`src/hw/rtl/bht_pkg.sv`:
```
`timescale 1ns / 1ps
// Package for the byte histogram block: opcodes, field widths and the scan status struct.
// No dependencies.
package bht_pkg;

  localparam int BYTE_W     = 8;
  localparam int NUM_BYTES  = 256;
  localparam int OUT_CNT_W  = 32;
  localparam int DIST_W     = 9;

  localparam logic OP_COUNT   = 1'b0;
  localparam logic OP_EXTRACT = 1'b1;

  localparam logic [BYTE_W-1:0] SIGN_FLIP = 8'h80;
  localparam logic [BYTE_W-1:0] LAST_IDX  = 8'hFF;

  typedef struct packed {
    logic              active;
    logic              rd_en;
    logic [BYTE_W-1:0] rd_addr;
    logic              done;
    logic              found;
    logic [BYTE_W-1:0] best_byte;
  } scan_st_t;

endpackage

```
`src/hw/rtl/bht_scan.sv`:
```
`timescale 1ns / 1ps
// Extract sequencer: walks all counters in signed byte order and keeps the leader.
// Depends on bht_pkg; reads the count memory through the top level.
module bht_scan #(
  parameter int CW = 32
) (
  input  logic                          clk,
  input  logic                          rst_n,
  input  logic                          go,
  input  logic [bht_pkg::NUM_BYTES-1:0] seen,
  input  logic [CW-1:0]                 rd_data,
  output bht_pkg::scan_st_t             st,
  output logic [CW-1:0]                 best_cnt
);

  logic                        run_r, run_nxt;
  logic [bht_pkg::BYTE_W-1:0]  idx_r, idx_nxt;
  logic                        cmp_vld_r, cmp_vld_nxt;
  logic                        cmp_last_r, cmp_last_nxt;
  logic [bht_pkg::BYTE_W-1:0]  cmp_addr_r;
  logic                        done_r, done_nxt;
  logic                        found_r, found_nxt;
  logic [bht_pkg::BYTE_W-1:0]  best_byte_r, best_byte_nxt;
  logic [CW-1:0]               best_cnt_r, best_cnt_nxt;
  logic [bht_pkg::BYTE_W-1:0]  rd_addr;
  logic                        take;

  assign rd_addr = idx_r ^ bht_pkg::SIGN_FLIP;
  assign take    = cmp_vld_r && seen[cmp_addr_r] && (!found_r || (rd_data > best_cnt_r));

  always_comb begin
    run_nxt       = run_r;
    idx_nxt       = idx_r;
    cmp_vld_nxt   = 1'b0;
    cmp_last_nxt  = 1'b0;
    done_nxt      = 1'b0;
    found_nxt     = found_r;
    best_byte_nxt = best_byte_r;
    best_cnt_nxt  = best_cnt_r;
    if (go) begin
      run_nxt       = 1'b1;
      idx_nxt       = '0;
      found_nxt     = 1'b0;
      best_byte_nxt = '0;
      best_cnt_nxt  = '0;
    end else if (run_r) begin
      cmp_vld_nxt  = 1'b1;
      cmp_last_nxt = (idx_r == bht_pkg::LAST_IDX);
      idx_nxt      = idx_r + 1'b1;
      if (idx_r == bht_pkg::LAST_IDX) begin
        run_nxt = 1'b0;
      end
    end
    if (take) begin
      found_nxt     = 1'b1;
      best_byte_nxt = cmp_addr_r;
      best_cnt_nxt  = rd_data;
    end
    if (cmp_vld_r && cmp_last_r) begin
      done_nxt = 1'b1;
    end
  end

  always_ff @(posedge clk) begin
    if (!rst_n) begin
      run_r      <= 1'b0;
      idx_r      <= '0;
      cmp_vld_r  <= 1'b0;
      cmp_last_r <= 1'b0;
      done_r     <= 1'b0;
      found_r    <= 1'b0;
    end else begin
      run_r      <= run_nxt;
      idx_r      <= idx_nxt;
      cmp_vld_r  <= cmp_vld_nxt;
      cmp_last_r <= cmp_last_nxt;
      done_r     <= done_nxt;
      found_r    <= found_nxt;
    end
  end

  always_ff @(posedge clk) begin
    cmp_addr_r  <= rd_addr;
    best_byte_r <= best_byte_nxt;
    best_cnt_r  <= best_cnt_nxt;
  end

  assign st.active    = run_r | cmp_vld_r | done_r;
  assign st.rd_en     = run_r;
  assign st.rd_addr   = rd_addr;
  assign st.done      = done_r;
  assign st.found     = found_r;
  assign st.best_byte = best_byte_r;
  assign best_cnt     = best_cnt_r;

  a_done_after_last: assert property (@(posedge clk) disable iff (!rst_n)
    (cmp_vld_r && cmp_last_r) |=> done_r) else $error("scan did not finish after last entry");
  a_run_excl_done: assert property (@(posedge clk) disable iff (!rst_n)
    !(run_r && done_r)) else $error("scan reading while reporting");
  a_found_has_seen: assert property (@(posedge clk) disable iff (!rst_n)
    done_r |-> (found_r == (seen != '0))) else $error("found flag disagrees with seen set");

endmodule

```
`config.mk`:
```
export PLATFORM = sky130hd
export DESIGN_NAME = bht_scan
export DESIGN_NICKNAME = d
export VERILOG_FILES = /design/src/hw/rtl/bht_pkg.sv /design/src/hw/rtl/bht_scan.sv
export SDC_FILE = /design/constraint.sdc
export NUM_CORES = 1
export LEC_CHECK = 0
export ABC_CLOCK_PERIOD_IN_PS = 5500
export BUFFER_PORTS_ARGS = -buffer_cell sky130_fd_sc_hd__buf_2
export CORE_AREA = 2 2 134 136
export DETAILED_ROUTE_END_ITERATION = 8
export DIE_AREA = 0 0 136 138
export GPL_ROUTABILITY_DRIVEN = 0
export PLACE_DENSITY = 0.64
export SETUP_SLACK_MARGIN = 0.02
export SLEW_MARGIN = 5
export SYNTH_ARGS = -nofsm -noshare
export SYNTH_HDL_FRONTEND = slang
export SYNTH_SLANG_ARGS = --single-unit
```
`constraint.sdc`:
```
create_clock -name clk -period 5.5 [get_ports clk]
set_clock_uncertainty 0.05 [all_clocks]
set_input_delay 0.275 -clock clk [delete_from_list [all_inputs] [get_ports clk]]
set_output_delay 0.275 -clock clk [all_outputs]
set_load 0.02 [all_outputs]
```
# After elaboration in Yosys (flattened, before gate mapping)
# Index checks and enable logic that the tools add are counted.
# word_totals
input_bits,291
latchBits,0
ff_bits,61
mem_bits_ro,0
memories,0
ramBits,0
# op_classes
div,0
multipliers,0
bitwise_logic,5
n_reduce_logical,8
order_cmp,2
n_eq_ne,1
shifts,0
add_sub_neg,1
muxes,13
# ops
cell,count
$mux 32,2
$gt 32x32->1,1
$mux 8,2
$lt 8x9->1 const B,1
$add 8x1->8 const B,1
$bmux 1 s8,1
$eq 8x8->1 const B,1
$mux 1,8
$logic_and 1x1->1,3
$not 1->1,3
$reduce_or 3->1,1
$or 1x1->1,2
$reduce_bool 2->1,1
$reduce_or 2->1,1
$logic_not 1->1,1
$logic_or 1x1->1,1

# Depth between registers and ports, before layout
# Gate-level depths: netlist of run 1.
# depth
word_depth,5
depth_mapped,12

# Worst setup path before layout of run 1
# OpenSTA, ideal clock, no wires.
# synth_timing
kind,reg-to-reg
startpoint,register best_cnt_r[14] (netlist: best_cnt[14])
endpoint,"register best_byte_r[0] (netlist name), enable pin"
setup_ns,0.406
required_time_ns,5.044
path_stages_with_launch,11
period_less_slack_ns,3.715
arrival_time_ns,3.259
slack_ns,1.785
path_cell_list,edfxtp_1 inv_1 ha_1 nand3_1 nor4_1 a21boi_0 a211oi_1 o21ai_0 nand4_4 clkbuf_8 o21bai_2
# synth_between
elab_chain_len,4
# synth_lines
item,line_no,text
"start, declared",bht_scan.sv:24,"logic [CW-1:0] best_cnt_r, best_cnt_nxt;"
"start signal, assigned",bht_scan.sv:85,best_cnt_r <= best_cnt_nxt;
$gt 32x32->1,bht_scan.sv:29,assign take = cmp_vld_r && seen[cmp_addr_r] && (!found_r || (rd_data > best_cnt_r));
$logic_or 1x1->1,bht_scan.sv:29,
$logic_and 1x1->1,bht_scan.sv:29,
$reduce_bool 2->1 (no source line),n/a,
"end signal, assigned",bht_scan.sv:84,best_byte_r <= best_byte_nxt;
"end, declared",bht_scan.sv:23,"logic [bht_pkg::BYTE_W-1:0] best_byte_r, best_byte_nxt;"
# Every way passes these cells.
# A chain may end at the register's enable or synchronous reset.

# Worst setup path in the final report of run 1
# layout_timing
startpoint,register cmp_addr_r[2] (netlist name)
endpoint,"register best_cnt_r[24] (netlist: best_cnt[24]), enable pin"
# layout_between
elab_chain_len,5
# layout_lines
item,line_no,text
"start, declared",bht_scan.sv:20,logic [bht_pkg::BYTE_W-1:0] cmp_addr_r;
"start signal, assigned",bht_scan.sv:83,cmp_addr_r <= rd_addr;
$bmux 1 s8,bht_scan.sv:29,
$mux 1 (not written as such),bht_scan.sv:29,
$logic_and 1x1->1 (2 in a row),bht_scan.sv:29,
$reduce_bool 2->1 (no source line),n/a,
# Every way passes these cells. The select of a mux whose other input is x is not followed.

==> reports/results.tsv, run 1 <==
stage	metric	value	unit
outcome	status	completed	
logic_synthesis	Seq/Total Area, Yosys	28.4	%
critical_path	Worst setup SP type	flop	
logic_synthesis	post-synthesis instance area	5710	um2
detailed_routing	via/cell ratio	5.03	
placement	Post-DP HPWL	16000	um
critical_path	CP delay by family, top	compound AO/OA/AOI/OAI gates	
floorplanning	Die Wd	136	um
logic_synthesis	register bit total from synthesis	61	
clock_network	H-tree lvl count	3	
job	maxcap violations	0	
sta	setup TNS	0	ns
logic_synthesis	Netlist cell types	65	
floorplanning	num ports	343	
power	Power per Cell Area	182	nW/um2
floorplanning	Starting Density	32.6	%
sta	Rel. slew slack	22.0	%
placement	I/O Buffers	342	
clock_network	Post-CTS Setup Bufs	0	
detailed_routing	Routed WL	19200	um
critical_path	Worst path slowest cell	dfxtp_2	
detailed_routing	routed length per instance	18.1	um
final_layout	Final nets	1149	
grt	largest net degree at the start of global routing	41	
critical_path	Worst EP required	5.38	ns
min_path	Hold Path Stages	2	
critical_path	Worst path depth	8	
clock_network	post-cts sizing count	0	
floorplanning	full die area	18800	um2
critical_path	reg-to-reg critical path startpoint	cmp_addr_r[2]	
sta	unrepaired setup endpoints after global routing	false	
clock_network	Clock Root Buffer	clkbuf_16	
logic_synthesis	Post-synth EDFFs	40	
floorplanning	Die H	138	um
min_path	Hold Path Sink	done_r	
critical_path	Critical Path Fanout Max	40	
logic_synthesis	syn_area_per_cell	11.2	um2
critical_path	crit path from	cmp_addr_r[2]	
critical_path	crit path kind	reg2reg	
logic_synthesis	Mapped Cells	508	
detailed_routing	Iter 0 DRT Violations	275	
sta	max frequency	253	MHz
detailed_routing	DRT Pass-1 Iters	4	
floorplanning	FP Rows	49	
critical_path	critical path cell sequence	buf_4 -> nand2b_1 -> o22a_1 -> a31o_1 -> o211ai_1 -> or4_4 -> o311ai_4 -> o21bai_4	
grt	total track usage	20.0	%
detailed_routing	DRC viols	0	
critical_path	FF-to-FF End	best_cnt[24]	
power	switch share	27.7	%
detailed_routing	DR vias	5332	
sta	final setup vio count	0	
grt	first-pass GRT wire length	29200	um
final_layout	share of layout cells above drive strength 1	56.6	%
critical_path	CP Buf/Inv Count	1	
power	Flop pwr share	37.3	%
critical_path	r2r worst-path depth	8	
logic_synthesis	Syn Nets	832	
clock_network	Num CTS Buffers	9	
power	overall power	1.40	mW
clock_network	clk_lat worst skew	0.32	ns
power	Pint	1.01	mW
critical_path	Crit. End Element	flop	
sta	Period minus WS final	3.95	ns
power	clock share of power	39.2	%
floorplanning	Core ar.	17500	um2
grt	grt total ovfl	0	
clock_network	Clock Sinks	61	
logic_synthesis	Syn. warnings	0	
logic_synthesis	ys async rst share	0	%
min_path	HP Start	rst_n	
final_layout	number of inserted diodes	0	
detailed_routing	Antenna Violating Nets Remaining	0	
grt	initial antenna violation count	0	
critical_path	Crit path largest cell delay	0.93	ns
power	Switching Power	0.386	mW
power	Comb pwr share	23.4	%
critical_path	reg-to-reg slack, setup	1.55	ns
sta	Slew @ Worst Pin	1.17	ns
grt	number of global-route vias before repair	5470	
logic_synthesis	Synth Flop Type	edfxtp_1	
sta	Slew Viols, Final	0	
sta	Final Hold Viols	0	
sta	Final period util	71.7	%
clock_network	TritonCTS clock tree	built	
clock_network	clock-pin slew on the worst setup and hold paths	0.06	ns
min_path	Min-Delay Path Class	in2reg	
final_layout	Area Overhead vs Synth	34.3	%
power	Leak Pwr	3.45	nW
clock_network	number of hold buffers added after CTS	0	
power	Worst VDD drop	132	uV
clock_network	CTS max path bufs	2	
critical_path	CP arrival	3.83	ns
==> routing by layer <==
| layer | GRT usage, % | vias up | share of wire [%] |
|---|---|---|---|
| li1 | - | 2544 | - |
| met3 | 3.37 | 22 | 6.5 |
| met5 | 0 | - | 0 |
| met4 | 3.73 | 0 | 1.1 |
| met2 | 34.0 | 245 | 48 |
| met1 | 26.8 | 2521 | 44 |
==> worst max path at each step <==
stage / endpoint / slack [ns]
after floorplan: best_byte_r[0] / 1.79
after global placement: best_cnt[20] / 1.55
after detailed placement: best_cnt[20] / 1.47
after CTS: best_cnt[0] / 1.47
after global routing: best_cnt[14] / 1.27
final: best_cnt[24] / 1.55
==> power groups by stage <==
stage | clock [mW] | sequential (mW) | combinational [mW]
after floorplan | 0 | 0.542 | 0.172
after global placement | 0 | 0.532 | 0.325
after detailed placement | 0 | 0.532 | 0.329
after CTS | 0.558 | 0.523 | 0.331
after global routing | 0.580 | 0.524 | 0.361
final | 0.548 | 0.522 | 0.327
==> cells by family (layout without fill, tap and decap cells) <==
group,after synthesis,in the layout,share of synthesized area [%]
AND/OR/NAND/NOR,135,135,15.6
buffers and inverters,120,442,11.9
AO/OA/AOI/OAI,77,77,9.40
multiplexers,76,76,26.5
flip-flops,61,61,28.4
adder cells (fa/ha/maj),33,33,7.23
XOR/XNOR,6,6,0.920
==> sequential cells by signal, indices dropped and copies added (netlist names) <==
name and count:
best_cnt 32, best_byte_r 8, cmp_addr_r 8, idx_r 8, cmp_last_r 1, cmp_vld_r 1
done_r 1, found_r 1, run_r 1
==> layout make-up <==
type	instances	area [um2]
multi-input cells	327	3410
clock inverters	6	42.5
fillers	1726	9860
repair buffers	348	1760
well taps	229	287
inverters	78	293
flip-flops and latches	61	1630
clock buffers	10	250
==> Yosys cell counts, types with 5 or more instances <==
cell / count / share of area [%]
inv_1: 76 / 5.0
mux4_2: 52 / 21
edfxtp_1: 40 / 21
nor3_2: 39 / 6.8
ha_1: 33 / 7.2
nand2_1: 33 / 2.2
dfxtp_1: 21 / 7.4
a21oi_1: 20 / 1.8
nor2_1: 17 / 1.1
mux2i_1: 15 / 2.6
a22oi_1: 12 / 1.6
buf_4: 12 / 1.6
buf_6: 12 / 2.4
o21ai_0: 11 / 0.96
buf_2: 6 / 0.53
mux4_1: 6 / 2.8
nand3_1: 6 / 0.53
and3_1: 5 / 0.55
clkbuf_1: 5 / 0.33
nand4_1: 5 / 0.55
nor2b_1: 5 / 0.55
==> placed cells by master, fill, tap and decap left out, types with 2 or more instances in the layout <==
cell type,n
nor2b_1,5
o32ai_1,2
xor2_1,4
mux4_1,6
a22oi_1,12
ha_1,33
clkbuf_16,10
dfxtp_1,19
or3_1,2
nand3_1,6
nor3_2,39
nor4_1,4
mux4_2,52
nor2_1,17
nand3b_1,2
nand4_1,5
and3_1,5
xnor2_1,2
o21ai_0,11
nor3_1,4
o22ai_1,3
buf_2,342
a31oi_1,3
edfxtp_1,40
nand2_1,33
o221ai_1,2
a211oi_1,3
mux2_2,3
buf_4,6
nand2b_1,3
o211ai_1,4
clkinv_2,2
a21oi_1,20
mux2i_1,15
clkinv_4,2
a221oi_1,2
inv_1,76
==> through the flow <==
step | worst slack [ns] | util [%] | cells | hold slack, ns | cell area [um2]
after floorplan | 1.79 | - | 508 | 0.315 | 5710
final | 1.55 | 43.7 | 1059 | 0.164 | 7670
after global placement | 1.55 | 42.1 | 1043 | 0.344 | 7380
after CTS | 1.47 | 43.7 | 1059 | 0.156 | 7670
after global routing | 1.27 | 43.7 | 1059 | 0.164 | 7670
after detailed placement | 1.47 | 42.1 | 1043 | 0.347 | 7380
Note: power is estimated with default switching activity, not from simulation.
==> inputs of run 2 (changes only) <==
--- a/config.mk
+++ b/config.mk
@@ -5,7 +5,7 @@
 export SDC_FILE = /design/constraint.sdc
 export NUM_CORES = 1
 export LEC_CHECK = 0
-export ABC_CLOCK_PERIOD_IN_PS = 5500
+export ABC_CLOCK_PERIOD_IN_PS = 3750
 export BUFFER_PORTS_ARGS = -buffer_cell sky130_fd_sc_hd__buf_2
 export CORE_AREA = 2 2 134 136
 export DETAILED_ROUTE_END_ITERATION = 8
==> constraint.sdc (replaced) <==
create_clock -name clk -period 3.75 [get_ports clk]
set_clock_uncertainty 0.05 [all_clocks]
set_input_delay 0.1875 -clock clk [delete_from_list [all_inputs] [get_ports clk]]
set_output_delay 0.1875 -clock clk [all_outputs]
set_load 0.02 [all_outputs]
==> reports/results.tsv, run 2 (synthesis results as in run 1) <==
stage	metric	value	unit
critical_path	CP arrival	3.45	ns
clock_network	H-tree lvl count	3	
critical_path	Crit path largest cell delay	0.50	ns
grt	first-pass GRT wire length	30100	um
sta	unrepaired setup endpoints after global routing	false	
critical_path	reg-to-reg slack, setup	0.27	ns
min_path	Min-Delay Path Class	in2reg	
outcome	status	completed	
clock_network	Clock Sinks	61	
power	overall power	2.09	mW
final_layout	max reg flops	32	
grt	total track usage	20.7	%
detailed_routing	via/cell ratio	5.06	
critical_path	Worst setup SP type	flop	
final_layout	fin area	7800	um2
detailed_routing	DRC viols	0	
sta	final setup vio count	0	
critical_path	Worst EP required	3.71	ns
clock_network	clock-pin slew on the worst setup and hold paths	0.06	ns
placement	Area after DPL	7470	um2
final_layout	Fillers	1717	
detailed_routing	Iter 0 DRT Violations	315	
placement	Post-DP HPWL	16900	um
clock_network	Clock Root Buffer	clkbuf_16	
clock_network	number of hold buffers added after CTS	0	
critical_path	Crit. End Element	flop	
sta	Final period util	92.9	%
grt	number of global-route vias before repair	5635	
floorplanning	Starting Density	32.6	%
clock_network	Num CTS Buffers	9	
final_layout	Non-Filler Instances	1070	
placement	dpl cells	1052	
sta	Slew Viols, Final	0	
detailed_routing	DR vias	5409	
final_layout	share of layout cells above drive strength 1	57.1	%
grt	grt total ovfl	0	
power	Power per Cell Area	268	nW/um2
min_path	HP Start	rst_n	
detailed_routing	Routed WL	19900	um
critical_path	crit path kind	reg2reg	
detailed_routing	DRT Pass-1 Iters	4	
critical_path	critical path cell sequence	inv_1 -> ha_1 -> nand3_1 -> nor4_1 -> a21boi_0 -> a211oi_1 -> o21ai_0 -> nand4_4 -> o21bai_4 -> buf_12	
sta	setup TNS	0	ns
min_path	Hold Path Sink	done_r	
floorplanning	FP Rows	49	
floorplanning	Die H	138	um
sta	Period minus WS final	3.48	ns
power	Leak Pwr	3.52	nW
final_layout	commonest non-fill, non-tap cell in the layout	buf_2	
detailed_routing	routed length per instance	18.6	um
final_layout	Final nets	1159	
grt	initial antenna violation count	0	
job	maxcap violations	0	
floorplanning	Die Wd	136	um
floorplanning	full die area	18800	um2
critical_path	Critical Path Fanout Max	37	
sta	Slew @ Worst Pin	0.827	ns
critical_path	FF-to-FF End	best_cnt[18]	
min_path	Hold Path Stages	2	
floorplanning	Core ar.	17500	um2
sta	max frequency	287	MHz
floorplanning	num ports	343	
power	Worst VDD drop	218	uV
clock_network	TritonCTS clock tree	built	
detailed_routing	Antenna Violating Nets Remaining	0	
sta	Rel. slew slack	44.7	%
final_layout	Area Overhead vs Synth	36.6	%
clock_network	Post-CTS Setup Bufs	0	
critical_path	Worst path slowest cell	nor4_1	
clock_network	CTS max path bufs	2	
grt	largest net degree at the start of global routing	38	
critical_path	r2r worst-path depth	10	
clock_network	post-cts sizing count	0	
final_layout	commonest cells after routing, fill and taps aside	342 x buf_2, 76 x inv_1, 52 x mux4_2, 40 x edfxtp_1, 39 x nor3_2	
sta	Final Hold Viols	0	
placement	I/O Buffers	342	
clock_network	clk_lat worst skew	0.32	ns
critical_path	reg-to-reg critical path startpoint	best_cnt[14]	
## run 2: cell count changes in the layout (fill, tap and decap cells not counted), sizes merged
cell	before	now
clkbuf	10	11
inv	79	80
buf	348	358
diode	0	1
clkinv	5	3
## run 2: cell type report
cell class	count	area, um2	area share, %
multi-input combinational	327	3410	43.8
timing repair buffer	358	1870	24.0
sequential	61	1630	20.8
inverter	78	293	3.75
tap	229	287	3.67
clock buffer	11	275	3.53
clock inverter	5	35.0	0.449
antenna	1	2.50	0.0321
## run 2: worst max-delay path, delay by kind of cell (launching register included)
kind,cells,cell delay (ns)
AO/OA/AOI/OAI,4,1.14
adder cells (fa/ha/maj),1,0.29
buffers and inverters,2,0.30
flip-flops,1,0.34
AND/OR/NAND/NOR,3,1.05
## run 2: worst max-delay path by stage
| stage | startpoint | cells after the start | endpoint |
|---|---|---|---|
| final | best_cnt[14] | 10 | best_cnt[18] |
| after global routing | best_cnt[14] | 10 | best_cnt[18] |
| after detailed placement | cmp_addr_r[0] | 8 | best_cnt[10] |
| after CTS | cmp_addr_r[0] | 8 | best_cnt[11] |
| after floorplan | best_cnt[14] | 10 | best_byte_r[0] |
| after global placement | cmp_addr_r[0] | 8 | best_cnt[18] |
## run 2: routing by layer
layer  GRT usage (%)  part of all wire, %  vias to the layer above
li1                -                    -                     2562
met1            27.1                   43                     2585
met2            35.3                   49                      238
met3            4.69                  6.7                       24
met4            3.51                  1.3                        0
met5               0                    0                        -
## run 2: power by group
group	internal (mW)	total [mW]	switching [mW]	leakage (nW)
clock network	0.530	0.835	0.305	0.157
registers	0.741	0.762	0.0212	0.586
logic	0.259	0.497	0.239	2.78
total	1.53	2.09	0.565	3.52
## run 2: stage by stage
stage	hold WS, ns	setup WS, ns	utilization [%]
detailed placement	0.342	0.205	42.6
finish	0.0892	0.266	44.5
global placement	0.343	0.206	42.6
floorplan	0.255	0.0350	-
CTS	0.0822	0.192	44.4
global route	0.0966	0.0311	44.5
==> inputs of run 3 (changes only) <==
--- a/config.mk
+++ b/config.mk
@@ -5,8 +5,10 @@
 export SDC_FILE = /design/constraint.sdc
 export NUM_CORES = 1
 export LEC_CHECK = 0
+export ABC_AREA = 1
 export ABC_CLOCK_PERIOD_IN_PS = 3750
 export BUFFER_PORTS_ARGS = -buffer_cell sky130_fd_sc_hd__buf_2
+export CAP_MARGIN = 15
 export CORE_AREA = 2 2 134 136
 export DETAILED_ROUTE_END_ITERATION = 8
 export DIE_AREA = 0 0 136 138
==> reports/results.tsv, run 3 <==
stage	metric	value	unit
clock_network	post-cts sizing count	0	
clock_network	CTS max path bufs	2	
detailed_routing	Top Layer Used	met4	
critical_path	Crit. End Element	flop	
logic_synthesis	largest area contributor in the netlist	nand3_1	
grt	total track usage	23.2	%
clock_network	Post-CTS Setup Bufs	0	
critical_path	reg-to-reg critical path startpoint	cmp_addr_r[0]	
critical_path	reg-to-reg slack, setup	0.55	ns
clock_network	H-tree lvl count	3	
grt	largest net degree at the start of global routing	85	
sta	unrepaired setup endpoints after global routing	false	
sta	final setup vio count	0	
clock_network	number of hold buffers added after CTS	0	
final_layout	commonest cells after routing, fill and taps aside	342 x buf_2, 308 x nand2_1, 253 x nand3_1, 84 x inv_1, 53 x nor2_1	
detailed_routing	DRC viols	0	
critical_path	Worst setup SP type	flop	
grt	grt total ovfl	0	
floorplanning	full die area	18800	um2
clock_network	Num CTS Buffers	9	
sta	setup TNS	0	ns
logic_synthesis	Syn. warnings	0	
critical_path	Critical Path Fanout Max	58	
logic_synthesis	Synth Flop Type	edfxtp_1	
detailed_routing	Antenna Violating Nets Remaining	0	
critical_path	crit path from	cmp_addr_r[0]	
logic_synthesis	Seq/Total Area, Yosys	28.6	%
floorplanning	Starting Density	32.4	%
detailed_routing	DR vias	7067	
sta	worst hold slack	0.0755	ns
min_path	Min-Delay Path Class	in2reg	
logic_synthesis	Netlist cell types	23	
final_layout	share of layout cells above drive strength 1	30.8	%
clock_network	clk_lat worst skew	0.33	ns
detailed_routing	Metal-1 WL	9770	um
logic_synthesis	Post-synth top cells	309 x nand2_1, 253 x nand3_1, 85 x inv_1	
logic_synthesis	Post-synth EDFFs	40	
logic_synthesis	share of the synthesized area in the top cell type	22.3	%
sta	max frequency	313	MHz
clock_network	Clock Sinks	61	
final_layout	fin area	7700	um2
job	maxcap violations	0	
logic_synthesis	post-synthesis instance area	5680	um2
logic_synthesis	Syn Nets	1238	
detailed_routing	met3 wire length	1570	um
outcome	status	completed	
logic_synthesis	count leader, synth	nand2_1	
grt	number of global-route vias before repair	6671	
floorplanning	FP Rows	49	
sta	Period minus WS final	3.20	ns
final_layout	commonest non-fill, non-tap cell in the layout	buf_2	
placement	dpl cells	1428	
power	Power per Cell Area	266	nW/um2
floorplanning	Die Wd	136	um
placement	DP Worst Slack	0.533	ns
clock_network	TritonCTS clock tree	built	
grt	initial antenna violation count	5	
critical_path	Worst EP required	3.77	ns
logic_synthesis	top post-synthesis cells by area	nand3_1 22%, edfxtp_1 21%, nand2_1 20%	
logic_synthesis	register bit total from synthesis	61	
sta	Slew @ Worst Pin	0.741	ns
placement	I/O Buffers	342	
logic_synthesis	ys async rst share	0	%
logic_synthesis	syn_area_per_cell	6.21	um2
sta	Rel. slew slack	50.6	%
detailed_routing	Iter 0 DRT Violations	459	
critical_path	CP arrival	3.22	ns
sta	worst setup margin	0.551	ns
detailed_routing	Routed WL	22700	um
critical_path	FF-to-FF End	best_byte_r[3]	
clock_network	clock-pin slew on the worst setup and hold paths	0.06	ns
final_layout	Area Overhead vs Synth	35.7	%
grt	first-pass GRT wire length	34500	um
sta	Slew Viols, Final	0	
sta	Final Hold Viols	0	
critical_path	r2r worst-path depth	15	
clock_network	Clock Root Buffer	clkbuf_16	
floorplanning	Core ar.	17500	um2
critical_path	crit path kind	reg2reg	
floorplanning	Die H	138	um
detailed_routing	via/cell ratio	4.88	
placement	Post-DP HPWL	17700	um
sta	Final period util	85.3	%
power	Leak Pwr	4.14	nW
critical_path	Critical Path Sink	best_byte_r[3]	
final_layout	Final nets	1534	
detailed_routing	DRT Pass-1 Iters	5	
detailed_routing	DR WL met2	10900	um
logic_synthesis	Mapped Cells	914	
final_layout	max reg flops	32	
final_layout	Non-Filler Instances	1449	
detailed_routing	routed length per instance	15.7	um
placement	Area after DPL	7400	um2
power	Worst VDD drop	264	uV
floorplanning	num ports	343	
## run 3: cell types whose count changed after synthesis, moves of 6 or more
| cell | before | now |
|---|---|---|
| mux4_2 | 52 | 0 |
| a21oi_1 | 20 | 26 |
| nor2_1 | 17 | 53 |
| nor3_2 | 39 | 0 |
| inv_1 | 76 | 85 |
| mux2i_1 | 15 | 0 |
| mux4_1 | 6 | 0 |
| a22oi_1 | 12 | 0 |
| buf_6 | 12 | 5 |
| buf_2 | 6 | 28 |
| buf_4 | 12 | 26 |
| nand3_1 | 6 | 253 |
| nand2_1 | 33 | 309 |
## run 3: critical path, cell delays in order, from the launching register on
cell and delay, ns:
dfxtp_4 0.61, clkinv_2 0.33, buf_12 0.28, nand2_1 0.09, nand3_1 0.09, nand3_1 0.17
nand3_1 0.11, nand3_1 0.16, nand2_1 0.08, nand2_1 0.05, nand3_1 0.06, nand3_1 0.08
nand2_1 0.12, nand2_2 0.10, nand2_2 0.25, buf_12 0.28
## run 3: final cells by class
type	count	area, um2
timing repair buffer	353	1860
clock buffer	12	256
sequential	61	1630
tap	229	287
inverter	88	332
multi-input combinational	697	3300
fill	1936	9830
antenna	5	12.5
clock inverter	4	30.0
## run 3: cells by family (layout without fill, tap and decap cells)
family	count (synthesis)	in the layout	synth area share [%]
AO/OA/AOI/OAI	39	39	3.53
adder cells (fa/ha/maj)	33	33	7.28
buffers and inverters	156	457	13.3
flip-flops	61	61	28.6
other	0	5	0
AND/OR/NAND/NOR	625	625	47.3
## run 3: how the worst min path moves through the flow
stage	start	to	slack, ns	depth (start not counted)
2_1_floorplan	rst_n	found_r	0.27	2
3_3_place_gp	idx_r[6]	cmp_addr_r[6]	0.35	0
3_5_place_dp	idx_r[6]	cmp_addr_r[6]	0.34	0
4_1_cts	rst_n	found_r	0.07	3
5_1_grt	rst_n	found_r	0.10	3
6_report	rst_n	found_r	0.08	3
## run 3: where the power goes
part,switching [mW],internal [mW]
Sequential,0.0184,0.741
Clock,0.299,0.486
Combinational,0.276,0.231
## run 3: metrics by stage
stage                     util [%]  power, mW
final                         43.9       2.05
after global routing          43.9       2.16
after CTS                     43.8       2.07
after detailed placement      42.2       1.28
after global placement        42.2       1.28
after floorplan                  -       1.04
## run 3: metal layers
| layer | up-vias | GRT usage, % |
|---|---|---|
| li1 | 3578 | - |
| met1 | 3146 | 30.2 |
| met2 | 307 | 39.5 |
| met3 | 36 | 3.30 |
| met4 | 0 | 7.02 |
| met5 | - | 0 |
